[config.mk]
export PLATFORM = sky130hd
export DESIGN_NAME = lru_key_value_cache
export DESIGN_NICKNAME = d
export VERILOG_FILES = /design/src/hw/rtl/lkvc_pkg.sv /design/src/hw/rtl/lru_key_value_cache.sv
export SDC_FILE = /design/constraint.sdc
export NUM_CORES = 1
export LEC_CHECK = 0
export BUFFER_PORTS_ARGS = -buffer_cell sky130_fd_sc_hd__buf_4
export CAP_MARGIN = 30
export CORE_MARGIN = 5
export CORE_UTILIZATION = 31
export DETAILED_ROUTE_END_ITERATION = 10
export PLACE_DENSITY = 0.54
export SYNTH_ARGS = -nofsm -noshare
export SYNTH_HDL_FRONTEND = slang
export SYNTH_SLANG_ARGS = --single-unit
[constraint.sdc]
create_clock -name clk -period 4.5 [get_ports clk]
set_input_delay 0.9 -clock clk [delete_from_list [all_inputs] [get_ports clk]]
set_output_delay 0.9 -clock clk [all_outputs]
set_load 0.1 [all_outputs]
[src/hw/rtl/lkvc_pkg.sv]
`timescale 1ns / 1ps
// ----------------------------------------------------------------------------
// lkvc_pkg
// Types and constants shared by the LRU key/value cache.
// ----------------------------------------------------------------------------
package lkvc_pkg;

  localparam int KEY_W      = 32;
  localparam int VAL_W      = 32;
  localparam int CFG_W      = 5;
  localparam int IN_DATA_W  = KEY_W + VAL_W;
  localparam int OUT_DATA_W = VAL_W;
  localparam int OUT_USER_W = 2;

  localparam logic [CFG_W-1:0] CAP_RESET = 5'd16;

  localparam logic REQ_GET = 1'b0;
  localparam logic REQ_PUT = 1'b1;

  typedef enum logic [3:0] {
    ST_IDLE,
    ST_RANK,
    ST_KEY,
    ST_CMP,
    ST_MISS,
    ST_HITV,
    ST_INS_RD,
    ST_INS_SLOT,
    ST_MV_RD,
    ST_MV_WR,
    ST_DONE
  } state_t;

endpackage

[src/hw/rtl/lru_key_value_cache.sv]
`timescale 1ns / 1ps
// ----------------------------------------------------------------------------
// lru_key_value_cache
// Fully associative key/value cache with least-recently-used replacement.
// ----------------------------------------------------------------------------
// Each get or put request yields one result item. Keys, values and the
// recency order sit in memories with one registered read port and one
// write port each. One key comparator walks the recency order from the
// most recent entry, through a rank read, a key read and a compare for
// each rank. The entry is then moved to the front one rank at a time, with
// a rank read and a rank write per step. After an item is accepted,
// in_tready stays low until the request is finished; a put that inserts
// first writes the new key and value, and a get miss skips the move.
// The result item is registered as in_tready returns high. The wait grows
// while an earlier result item is still held at the output. The single rank
// read port and the single comparator set the length of the wait.
// No clearing pass runs after reset. The user must write the capacity limit
// only while the block is idle; the block does not enforce this. Zero acts
// as 1 and values above ENTRIES act as ENTRIES.
// ----------------------------------------------------------------------------
module lru_key_value_cache #(
  parameter int ENTRIES = 16
) (
  input  logic                              clk,
  input  logic                              rst_n,
  input  logic                              cfg_wr_en,
  input  logic [lkvc_pkg::CFG_W-1:0]        cfg_wr_data,   // capacity_limit
  input  logic                              in_tvalid,
  output logic                              in_tready,
  input  logic [lkvc_pkg::IN_DATA_W-1:0]    in_tdata,      // lookup_key, write_value
  input  logic                              in_tuser,      // req_type
  output logic                              out_tvalid,
  input  logic                              out_tready,
  output logic [lkvc_pkg::OUT_DATA_W-1:0]   out_tdata,     // read_value
  output logic [lkvc_pkg::OUT_USER_W-1:0]   out_tuser      // hit, evicted
);

  import lkvc_pkg::*;

  localparam int IW = (ENTRIES > 1) ? $clog2(ENTRIES) : 1;
  localparam int CW = $clog2(ENTRIES + 1);
  localparam int LW = (CW > CFG_W) ? CW : CFG_W;

  logic [KEY_W-1:0] key_mem  [ENTRIES];
  logic [VAL_W-1:0] val_mem  [ENTRIES];
  logic [IW-1:0]    rank_mem [ENTRIES];

  state_t            state_r, state_nxt;
  logic [CW-1:0]     r_cnt_r, r_cnt_nxt;
  logic [CW-1:0]     mv_cnt_r, mv_cnt_nxt;
  logic [CW-1:0]     occ_r, occ_nxt;
  logic [IW-1:0]     slot_r, slot_nxt;
  logic              is_put_r, is_put_nxt;
  logic [KEY_W-1:0]  key_r, key_nxt;
  logic [VAL_W-1:0]  wval_r, wval_nxt;
  logic              grow_r, grow_nxt;
  logic              hit_r, hit_nxt;
  logic              ev_r, ev_nxt;
  logic [VAL_W-1:0]  rd_r, rd_nxt;
  logic [CFG_W-1:0]  cap_r;
  logic              out_valid_r, out_valid_nxt;
  logic [VAL_W-1:0]  out_data_r, out_data_nxt;
  logic [OUT_USER_W-1:0] out_user_r, out_user_nxt;

  logic [IW-1:0]     rank_rd_addr;
  logic [IW-1:0]     rank_q;
  logic [IW-1:0]     rank_addr_q;
  logic              rank_fill_q;
  logic [IW-1:0]     rank_eff;
  logic              rank_we;
  logic [IW-1:0]     rank_wa;
  logic [IW-1:0]     rank_wd;
  logic [KEY_W-1:0]  key_q;
  logic [VAL_W-1:0]  val_q;
  logic              key_we;
  logic              val_we;
  logic [IW-1:0]     kv_wa;
  logic [LW-1:0]     cap_ext;
  logic [LW-1:0]     lim;
  logic              load_out;

  assign cap_ext = LW'(cap_r);
  assign lim = (cap_ext == '0) ? LW'(1) :
               (cap_ext > LW'(ENTRIES)) ? LW'(ENTRIES) : cap_ext;

  assign rank_eff = rank_fill_q ? rank_addr_q : rank_q;

  // Memories: registered reads, ranks at or above occupancy read as identity
  always_ff @(posedge clk) begin
    if (rank_we) begin
      rank_mem[rank_wa] <= rank_wd;
    end
    rank_q      <= rank_mem[rank_rd_addr];
    rank_addr_q <= rank_rd_addr;
    rank_fill_q <= (CW'(rank_rd_addr) >= occ_r);
  end

  always_ff @(posedge clk) begin
    if (key_we) begin
      key_mem[kv_wa] <= key_r;
    end
    key_q <= key_mem[rank_eff];
  end

  always_ff @(posedge clk) begin
    if (val_we) begin
      val_mem[kv_wa] <= wval_r;
    end
    val_q <= val_mem[slot_r];
  end

  always_ff @(posedge clk) begin
    if (!rst_n) begin
      state_r     <= ST_IDLE;
      occ_r       <= '0;
      cap_r       <= CAP_RESET;
      out_valid_r <= 1'b0;
      grow_r      <= 1'b0;
    end else begin
      state_r     <= state_nxt;
      occ_r       <= occ_nxt;
      out_valid_r <= out_valid_nxt;
      grow_r      <= grow_nxt;
      if (cfg_wr_en) begin
        cap_r <= cfg_wr_data;
      end
    end
  end

  always_ff @(posedge clk) begin
    r_cnt_r    <= r_cnt_nxt;
    mv_cnt_r   <= mv_cnt_nxt;
    slot_r     <= slot_nxt;
    is_put_r   <= is_put_nxt;
    key_r      <= key_nxt;
    wval_r     <= wval_nxt;
    hit_r      <= hit_nxt;
    ev_r       <= ev_nxt;
    rd_r       <= rd_nxt;
    out_data_r <= out_data_nxt;
    out_user_r <= out_user_nxt;
  end

  always_comb begin
    state_nxt    = state_r;
    r_cnt_nxt    = r_cnt_r;
    mv_cnt_nxt   = mv_cnt_r;
    occ_nxt      = occ_r;
    slot_nxt     = slot_r;
    is_put_nxt   = is_put_r;
    key_nxt      = key_r;
    wval_nxt     = wval_r;
    grow_nxt     = grow_r;
    hit_nxt      = hit_r;
    ev_nxt       = ev_r;
    rd_nxt       = rd_r;
    out_data_nxt = out_data_r;
    out_user_nxt = out_user_r;
    rank_rd_addr = r_cnt_r[IW-1:0];
    rank_we      = 1'b0;
    rank_wa      = mv_cnt_r[IW-1:0];
    rank_wd      = rank_eff;
    key_we       = 1'b0;
    val_we       = 1'b0;
    kv_wa        = slot_r;
    load_out     = 1'b0;

    case (state_r)
      ST_IDLE: begin
        if (in_tvalid) begin
          is_put_nxt = in_tuser;
          key_nxt    = in_tdata[KEY_W-1:0];
          wval_nxt   = in_tdata[IN_DATA_W-1:KEY_W];
          r_cnt_nxt  = '0;
          hit_nxt    = 1'b0;
          ev_nxt     = 1'b0;
          rd_nxt     = '0;
          grow_nxt   = 1'b0;
          state_nxt  = (occ_r == '0) ? ST_MISS : ST_RANK;
        end
      end
      ST_RANK: begin
        rank_rd_addr = r_cnt_r[IW-1:0];
        state_nxt    = ST_KEY;
      end
      ST_KEY: begin
        slot_nxt  = rank_eff;
        state_nxt = ST_CMP;
      end
      ST_CMP: begin
        if (key_q == key_r) begin
          hit_nxt    = 1'b1;
          mv_cnt_nxt = r_cnt_r;
          state_nxt  = ST_HITV;
        end else if (CW'(r_cnt_r + 1'b1) == occ_r) begin
          state_nxt = ST_MISS;
        end else begin
          r_cnt_nxt = CW'(r_cnt_r + 1'b1);
          state_nxt = ST_RANK;
        end
      end
      ST_HITV: begin
        if (is_put_r == REQ_PUT) begin
          val_we = 1'b1;
          kv_wa  = slot_r;
        end else begin
          rd_nxt = val_q;
        end
        state_nxt = ST_MV_RD;
      end
      ST_MISS: begin
        if (is_put_r == REQ_GET) begin
          state_nxt = ST_DONE;
        end else begin
          if (LW'(occ_r) >= lim) begin
            mv_cnt_nxt = CW'(occ_r - 1'b1);
            ev_nxt     = 1'b1;
            grow_nxt   = 1'b0;
          end else begin
            mv_cnt_nxt = occ_r;
            grow_nxt   = 1'b1;
          end
          state_nxt = ST_INS_RD;
        end
      end
      ST_INS_RD: begin
        rank_rd_addr = mv_cnt_r[IW-1:0];
        state_nxt    = ST_INS_SLOT;
      end
      ST_INS_SLOT: begin
        slot_nxt  = rank_eff;
        key_we    = 1'b1;
        val_we    = 1'b1;
        kv_wa     = rank_eff;
        state_nxt = ST_MV_RD;
      end
      ST_MV_RD: begin
        if (mv_cnt_r == '0) begin
          rank_we   = 1'b1;
          rank_wa   = '0;
          rank_wd   = slot_r;
          occ_nxt   = CW'(occ_r + CW'(grow_r));
          grow_nxt  = 1'b0;
          state_nxt = ST_DONE;
        end else begin
          rank_rd_addr = mv_cnt_r[IW-1:0] - 1'b1;
          state_nxt    = ST_MV_WR;
        end
      end
      ST_MV_WR: begin
        rank_we    = 1'b1;
        rank_wa    = mv_cnt_r[IW-1:0];
        rank_wd    = rank_eff;
        mv_cnt_nxt = CW'(mv_cnt_r - 1'b1);
        state_nxt  = ST_MV_RD;
      end
      ST_DONE: begin
        if (!out_valid_r || out_tready) begin
          load_out     = 1'b1;
          out_data_nxt = rd_r;
          out_user_nxt = {ev_r, hit_r};
          state_nxt    = ST_IDLE;
        end
      end
      default: begin
        state_nxt = ST_IDLE;
      end
    endcase
  end

  assign out_valid_nxt = load_out ? 1'b1 : (out_tready ? 1'b0 : out_valid_r);

  assign in_tready  = (state_r == ST_IDLE);
  assign out_tvalid = out_valid_r;
  assign out_tdata  = out_data_r;
  assign out_tuser  = out_user_r;

endmodule
After elaboration in Yosys (flattened, before gate mapping) --
Memory sizes are Yosys's and may differ from the RTL's. A register that Yosys moved wholly into a read port is not among the register bits. Cells that the tools add are included.
Storage, ports and cells: flip-flop bits (word level) 168, bits in latches 0, bits in writable memories 1088, memory bits (read-only) 0, input bits 75, word-level logic and storage cells 128, memories kept 3
Memory list:
- key_mem | depth 16, bits a word 32, read ports 1, clocked after Yosys merged registers in 1, wr ports 1, RTL line lru_key_value_cache.sv:44 | logic [KEY_W-1:0] key_mem [ENTRIES];
- val_mem | depth 16, bits a word 32, read ports 1, clocked after Yosys merged registers in 1, wr ports 1, RTL line lru_key_value_cache.sv:45 | logic [VAL_W-1:0] val_mem [ENTRIES];
- rank_mem | depth 16, bits a word 4, read ports 1, clocked after Yosys merged registers in 1, wr ports 1, RTL line lru_key_value_cache.sv:46 | logic [IW-1:0] rank_mem [ENTRIES];
Operators by class: add/sub/neg operators 5, $mul 0, div/mod/pow operators 0, $lt $le $gt $ge 3, equality and inequality tests 21, shift-type cells 0, multiplexer cells 54, bitwise operators 0, reductions and logical operators 24
Operators by type and width (count):
- 32-bit two-way mux | 2
- 32-bit case mux with 2 select lines | 1
- 4-bit two-way mux | 10
- 5-bit two-way mux | 8
- 4-bit case mux with 9 select lines | 1
- 32-bit equality test | 1
- 1-bit two-way mux | 20
- 2-bit inequality test, second input constant | 9
- 4-bit by 3-bit equality test with 1-bit output, second input constant | 4
- 5-bit zero test | 3
- 5-bit case mux with 3 select lines | 1
- 4-bit equality test, second input constant | 3
- 4-bit AND reduction | 3
- 5-bit case mux with 2 select lines | 1
- 5-bit by 1-bit subtractor with 5-bit output, second input constant | 2
- 3-bit two-way mux | 3
- 3-bit AND reduction | 3
- 4-bit by 2-bit equality test with 1-bit output, second input constant | 2
- 1-bit case mux with 2 select lines | 4
- 4-bit case mux with 2 select lines | 1
- 2-bit AND reduction | 4
- 2-bit nonzero test | 4
- 3-bit nonzero test | 2
- 5-bit by 1-bit adder with 5-bit output | 1
- other kinds (14) | 14

Depth between registers and ports, before layout --
word-level depth 7, depth in mapped cells 14, depth with buffers taken out 12

Least setup slack after synthesis --
Ideal clock, no wire load.
path kind reg-to-reg, start register state_r[0], end register rd_r[0], enable pin, data arrival time 5.950 ns, setup slack -2.161 ns, stages on the path, launching flop included 4, path buffers 1, path through dfxtp_1 -> buf_1 -> nor4_1 -> o41ai_1
Between the ends: word-level cells in the longest chain between the ends 3
Ends and longest elaborated chain:
- start: declaration | RTL line lru_key_value_cache.sv:48 | state_t state_r, state_nxt;
- start signal: assignment | RTL line lru_key_value_cache.sv:120 | state_r <= state_nxt;
- 4-bit zero test *
- via in_tready | RTL line lru_key_value_cache.sv:29 | output logic in_tready,
- 2-bit inequality test (no source line) / 2-bit nonzero test (equally long branches)
- 3-bit AND reduction (no source line) *
- end signal: assignment | RTL line lru_key_value_cache.sv:139 | rd_r <= rd_nxt;
- end: declaration | RTL line lru_key_value_cache.sv:59 | logic [VAL_W-1:0] rd_r, rd_nxt;
The timed path passes the listed nets; every way through them passes the cells marked *. A chain may end at the register's enable or synchronous reset.

Worst setup path after layout --
start register state_r[3], end register rank_fill_q
Between the ends: word-level cells in the longest chain between the ends 3
Ends and longest elaborated chain:
- 4-bit equality test / 4-bit by 3-bit equality test with 1-bit output (equally long branches) | RTL line lru_key_value_cache.sv:168 | case (state_r)
- 4-bit case mux with 2 select lines * | RTL line lru_key_value_cache.sv:168
- 4-bit by 5-bit greater-or-equal comparator with 1-bit output * | RTL line lru_key_value_cache.sv:95 | rank_fill_q <= (CW'(rank_rd_addr) >= occ_r);
- end signal: assignment | RTL line lru_key_value_cache.sv:95
- end: declaration | RTL line lru_key_value_cache.sv:68 | logic rank_fill_q;
Every way passes the cells marked *; elsewhere a longest branch is shown, timed or not.

==> results by group <==
Status
  • Run status: completed

Drt
  • First-pass DRT Iterations: 5
  • Detailed Route WL: 121000 um
  • Drc violations: 0
  • DRC violation total after the first TritonRoute iteration: 1936
  • Routed length per placed instance: 22.1 um
  • Total via count after detailed routing: 26400
  • Antenna violation net count after detailed routing: 0
  • Via density per instance: 4.82

Clock tree
  • Cell at the root of the clock tree: sky130_fd_sc_hd__clkbuf_16
  • Number of clock sinks seen by CTS: 1324
  • Inserted Clock Buffers: 142
  • Total number of H-tree levels: 4
  • Maximum count of clock buffers along a single path: 3
  • Clock slew at reported path FFs: 0.06 ns
  • Clock tree from TritonCTS: built
  • Clock latency at the later pin of the worst-skew pair: 0.78 ns
  • Hold-fix buffers at CTS: 0
  • Post-CTS sizing: 0
  • Post-CTS setup repair buffer count: 0

GRT
  • Via count of the first global-routing pass: 26700
  • Global-route wire length before repair: 180000 um
  • Total grt overflow: 0
  • Maximum number of pins on one net before global-route repair: 165
  • Overall fraction of global-route tracks in use: 14.1%
  • Number of antenna violations at the first check in global routing: 7

Timing
  • Pins Over Slew Limit: 0
  • Final critical delay including setup and external delays: 3.49 ns
  • Final Hold Slack: 0.289 ns
  • Post-route clock skew: 0.0370 ns
  • Final worst-path cycle share: 77.6%
  • Setup repair after global routing missed its margin: no
  • Final total negative setup slack: 0 ns
  • Highest achievable clock rate: 0.286 GHz
  • Rel. slew slack: 34.8%
  • Final setup vio count: 0
  • Fin. Hold Viols: 0
  • Slew at the pin closest to its max-slew limit: 0.978 ns

Finish
  • Number of inserted filler cells in the final layout: 15100
  • Sequential standard cell area: 38900 sq um
  • Layout net count: 3285
  • Post-route design area: 59100 sq um
  • Area occupied by multi-input gates: 10900 sq um
  • Layout overhead on the synthesized area: 17.8%
  • Layout cells sized above 1: 18.8%

Synth
  • Top FF cell, synth: sky130_fd_sc_hd__edfxtp_1
  • Area leader, netlist: sky130_fd_sc_hd__edfxtp_1
  • Number of synthesized flops with an enable pin: 1235
  • Sequential-to-total area share from yosys stat: 77.5%
  • Total number of yosys warnings: 0
  • Fraction of synthesized cell area taken by the top area cell type: 73.9%
  • Number of different library cells in the post-synthesis netlist: 56
  • Largest cells by area after synthesis: sky130_fd_sc_hd__edfxtp_1 74%, sky130_fd_sc_hd__mux4_2 7.2%, sky130_fd_sc_hd__nand2_1 4.5%
  • Nets in the synthesized netlist: 3113
  • Count of mapped cells out of synthesis: 3020
  • Seq cells post-synth: 1324
  • Netlist area before placement: 50200 sq um
  • Syn_area_per_cell: 16.6 sq um
  • Async set-reset flop share out of synthesis: 0%

Critical path
  • Type of destination of the critical path: register
  • Critical Path Slowest Stage Cell: sky130_fd_sc_hd__or4b_1
  • Setup Crit Path Kind: register to register
  • WP data required: 5.14 ns
  • Worst path max stage delay: 0.66 ns
  • R2R depth: 9
  • Data arrival, critical path: 4.13 ns
  • Type of element launching the critical path: register
  • Maximum fanout along the worst path: 34
  • Crit path top cell by count: sky130_fd_sc_hd__a21o_1
  • Cell-by-cell listing of the critical path: or4b_1 > mux2i_4 > a221oi_2 > clkinv_2 > ha_1 > a21o_1 > a21o_1 > a21oi_1 > nor2_1

Job
  • Max_cap viols: 0

Place
  • Detailed placement HPWL: 67400 um
  • Count of input and output buffers: 110
  • Routability-driven placement congestion ratio: 0.748
  • Area post-placement: 54300 sq um

Hold path
  • Worst hold path depth: 1
  • Hold WC Path Type: input pin to register

Power and ir drop
  • Post-layout power: 36.9 mW
  • IR Drop Worst-Case VDD: 1.07 mV
  • Total power density per cell area: 624 nW/um^2
  • Static Leakage: 19.4 nW

Die
  • Area of the core: 161000 sq um
  • Die W: 412 um
  • Area enclosed by the die boundary: 170000 sq um
  • Row Count: 147
  • Die Ht: 412 um
  • Number of top-level pins: 111
  • Starting density of the core: 31.2%
-- state kept, by name, summed over array words and instances, names as in the netlist, 32 cells and up --
name	count
out_tdata	32
val_q	32
key_r	32
key_mem	512
rd_r	32
wval_r	32
val_mem	512
rank_mem	64
key_q	32
-- cells by family (layout without fill, tap and decap cells) --
family	count (synthesis)	after routing	share of synthesized area, %
AOI/OAI and AO/OA	188	188	2.78
xor gates and xnor gates	49	49	0.855
adders and majority gates	18	18	0.449
buffers and inverters	191	484	1.54
DFF	1324	1324	77.5
muxes	176	176	7.53
other	0	3	0
and+or+nand+nor	1074	1074	9.40
-- cells in the final DEF, fill, tap and decap left out, types with 16 or more instances in the layout --
cell type	synthesis	final
sky130_fd_sc_hd__and3_1	33	33
sky130_fd_sc_hd__clkinv_2	1	16
sky130_fd_sc_hd__and2_1	38	38
sky130_fd_sc_hd__clkbuf_1	133	43
sky130_fd_sc_hd__buf_4	0	183
sky130_fd_sc_hd__a31oi_1	36	32
sky130_fd_sc_hd__a311oi_1	65	65
sky130_fd_sc_hd__nor2_1	72	39
sky130_fd_sc_hd__clkbuf_8	0	18
sky130_fd_sc_hd__nor3_1	17	17
sky130_fd_sc_hd__nand2_1	598	598
sky130_fd_sc_hd__clkbuf_16	0	144
sky130_fd_sc_hd__edfxtp_1	1235	1235
sky130_fd_sc_hd__ha_1	18	18
sky130_fd_sc_hd__xnor2_1	37	37
sky130_fd_sc_hd__a21oi_1	32	31
sky130_fd_sc_hd__mux4_2	160	160
sky130_fd_sc_hd__dfxtp_1	89	89
sky130_fd_sc_hd__clkinv_1	2	17
sky130_fd_sc_hd__nor2_4	0	33
sky130_fd_sc_hd__nand3_1	278	278
-- area by class of cell --
| class | count | share of cell area [%] |
|---|---|---|
| Sequential cell | 1324 | 65.7 |
| Multi-Input combinational cell | 1505 | 18.4 |
| Clock buffer | 205 | 6.79 |
| Tap cell | 2160 | 4.57 |
| Timing Repair Buffer | 199 | 2.93 |
| Clock inverter | 60 | 1.38 |
| Inverter | 20 | 0.150 |
| Antenna cell | 3 | 0.0127 |
-- power by group --
part           switching [mW]  internal [mW]  total, mW
registers               0.761           15.0       15.7
logic                    6.27           3.04       9.30
clock network            4.97           6.89       11.9
total                    12.0           24.9       36.9
-- per-stage QoR --
step	util [%]	cells	worst slack [ns]
finish	36.8	5476	1.01
global route	36.8	5473	0.784
detailed placement	33.8	5208	1.03
CTS	36.8	5473	1.02
global placement	33.6	5198	0.855
floorplan	-	3020	0.702
-- worst paths after layout --
kind                            slack [ns]                      end                    start
worst min-delay path                  0.29       key_r[2]$_DFFE_PP_              in_tdata[2]
worst max register to register        1.01      rank_fill_q$_DFF_P_  state_r[3]$_SDFFE_PN0P_
worst max-delay path                  1.01      rank_fill_q$_DFF_P_  state_r[3]$_SDFFE_PN0P_
worst min register to register        0.42  out_tdata[31]$_DFFE_PP_   rd_r[31]$_SDFFCE_PN0P_
-- Yosys cell counts (3+ instances only) --
library cell / number
sky130_fd_sc_hd__edfxtp_1: 1235
sky130_fd_sc_hd__nand2_1: 598
sky130_fd_sc_hd__nand3_1: 278
sky130_fd_sc_hd__mux4_2: 160
sky130_fd_sc_hd__clkbuf_1: 133
sky130_fd_sc_hd__dfxtp_1: 89
sky130_fd_sc_hd__nor2_1: 72
sky130_fd_sc_hd__a311oi_1: 65
sky130_fd_sc_hd__and2_1: 38
sky130_fd_sc_hd__xnor2_1: 37
sky130_fd_sc_hd__a31oi_1: 36
sky130_fd_sc_hd__and3_1: 33
sky130_fd_sc_hd__a21oi_1: 32
sky130_fd_sc_hd__buf_2: 18
sky130_fd_sc_hd__ha_1: 18
sky130_fd_sc_hd__nor3_1: 17
sky130_fd_sc_hd__buf_1: 16
sky130_fd_sc_hd__inv_1: 16
sky130_fd_sc_hd__mux2i_1: 14
sky130_fd_sc_hd__xor2_1: 12
sky130_fd_sc_hd__a32oi_1: 9
sky130_fd_sc_hd__nand4_1: 9
sky130_fd_sc_hd__nor2b_1: 8
sky130_fd_sc_hd__a21o_1: 7
sky130_fd_sc_hd__o21ai_0: 7
sky130_fd_sc_hd__nand2b_1: 6
sky130_fd_sc_hd__a22oi_1: 5
sky130_fd_sc_hd__o21a_1: 5
sky130_fd_sc_hd__a221o_1: 4
sky130_fd_sc_hd__buf_6: 4
sky130_fd_sc_hd__nor4_1: 4
sky130_fd_sc_hd__a21boi_0: 3
sky130_fd_sc_hd__o211ai_1: 3
-- layer usage --
| metal | vias to the layer above | part of all wire [%] | global-route usage (%) |
|---|---|---|---|
| met1 | 13700 | 46 | 19.8 |
| li1 | 11900 | - | - |
| met3 | 157 | 5.0 | 2.87 |
| met2 | 647 | 48 | 22.6 |
| met5 | - | 0.024 | 0 |
| met4 | 6 | 1.7 | 3.50 |
-- critical path: cells and delay by family (launching register included) --
family | cells | cell delay [ns]
AO/OA/AOI/OAI | 4 | 0.78
adder cells (fa/ha/maj) | 1 | 0.48
buffers and inverters | 1 | 0.49
flip-flops | 1 | 0.64
multiplexers | 1 | 0.26
AND/OR/NAND/NOR | 2 | 0.71
(Power assumes the default switching activity.)
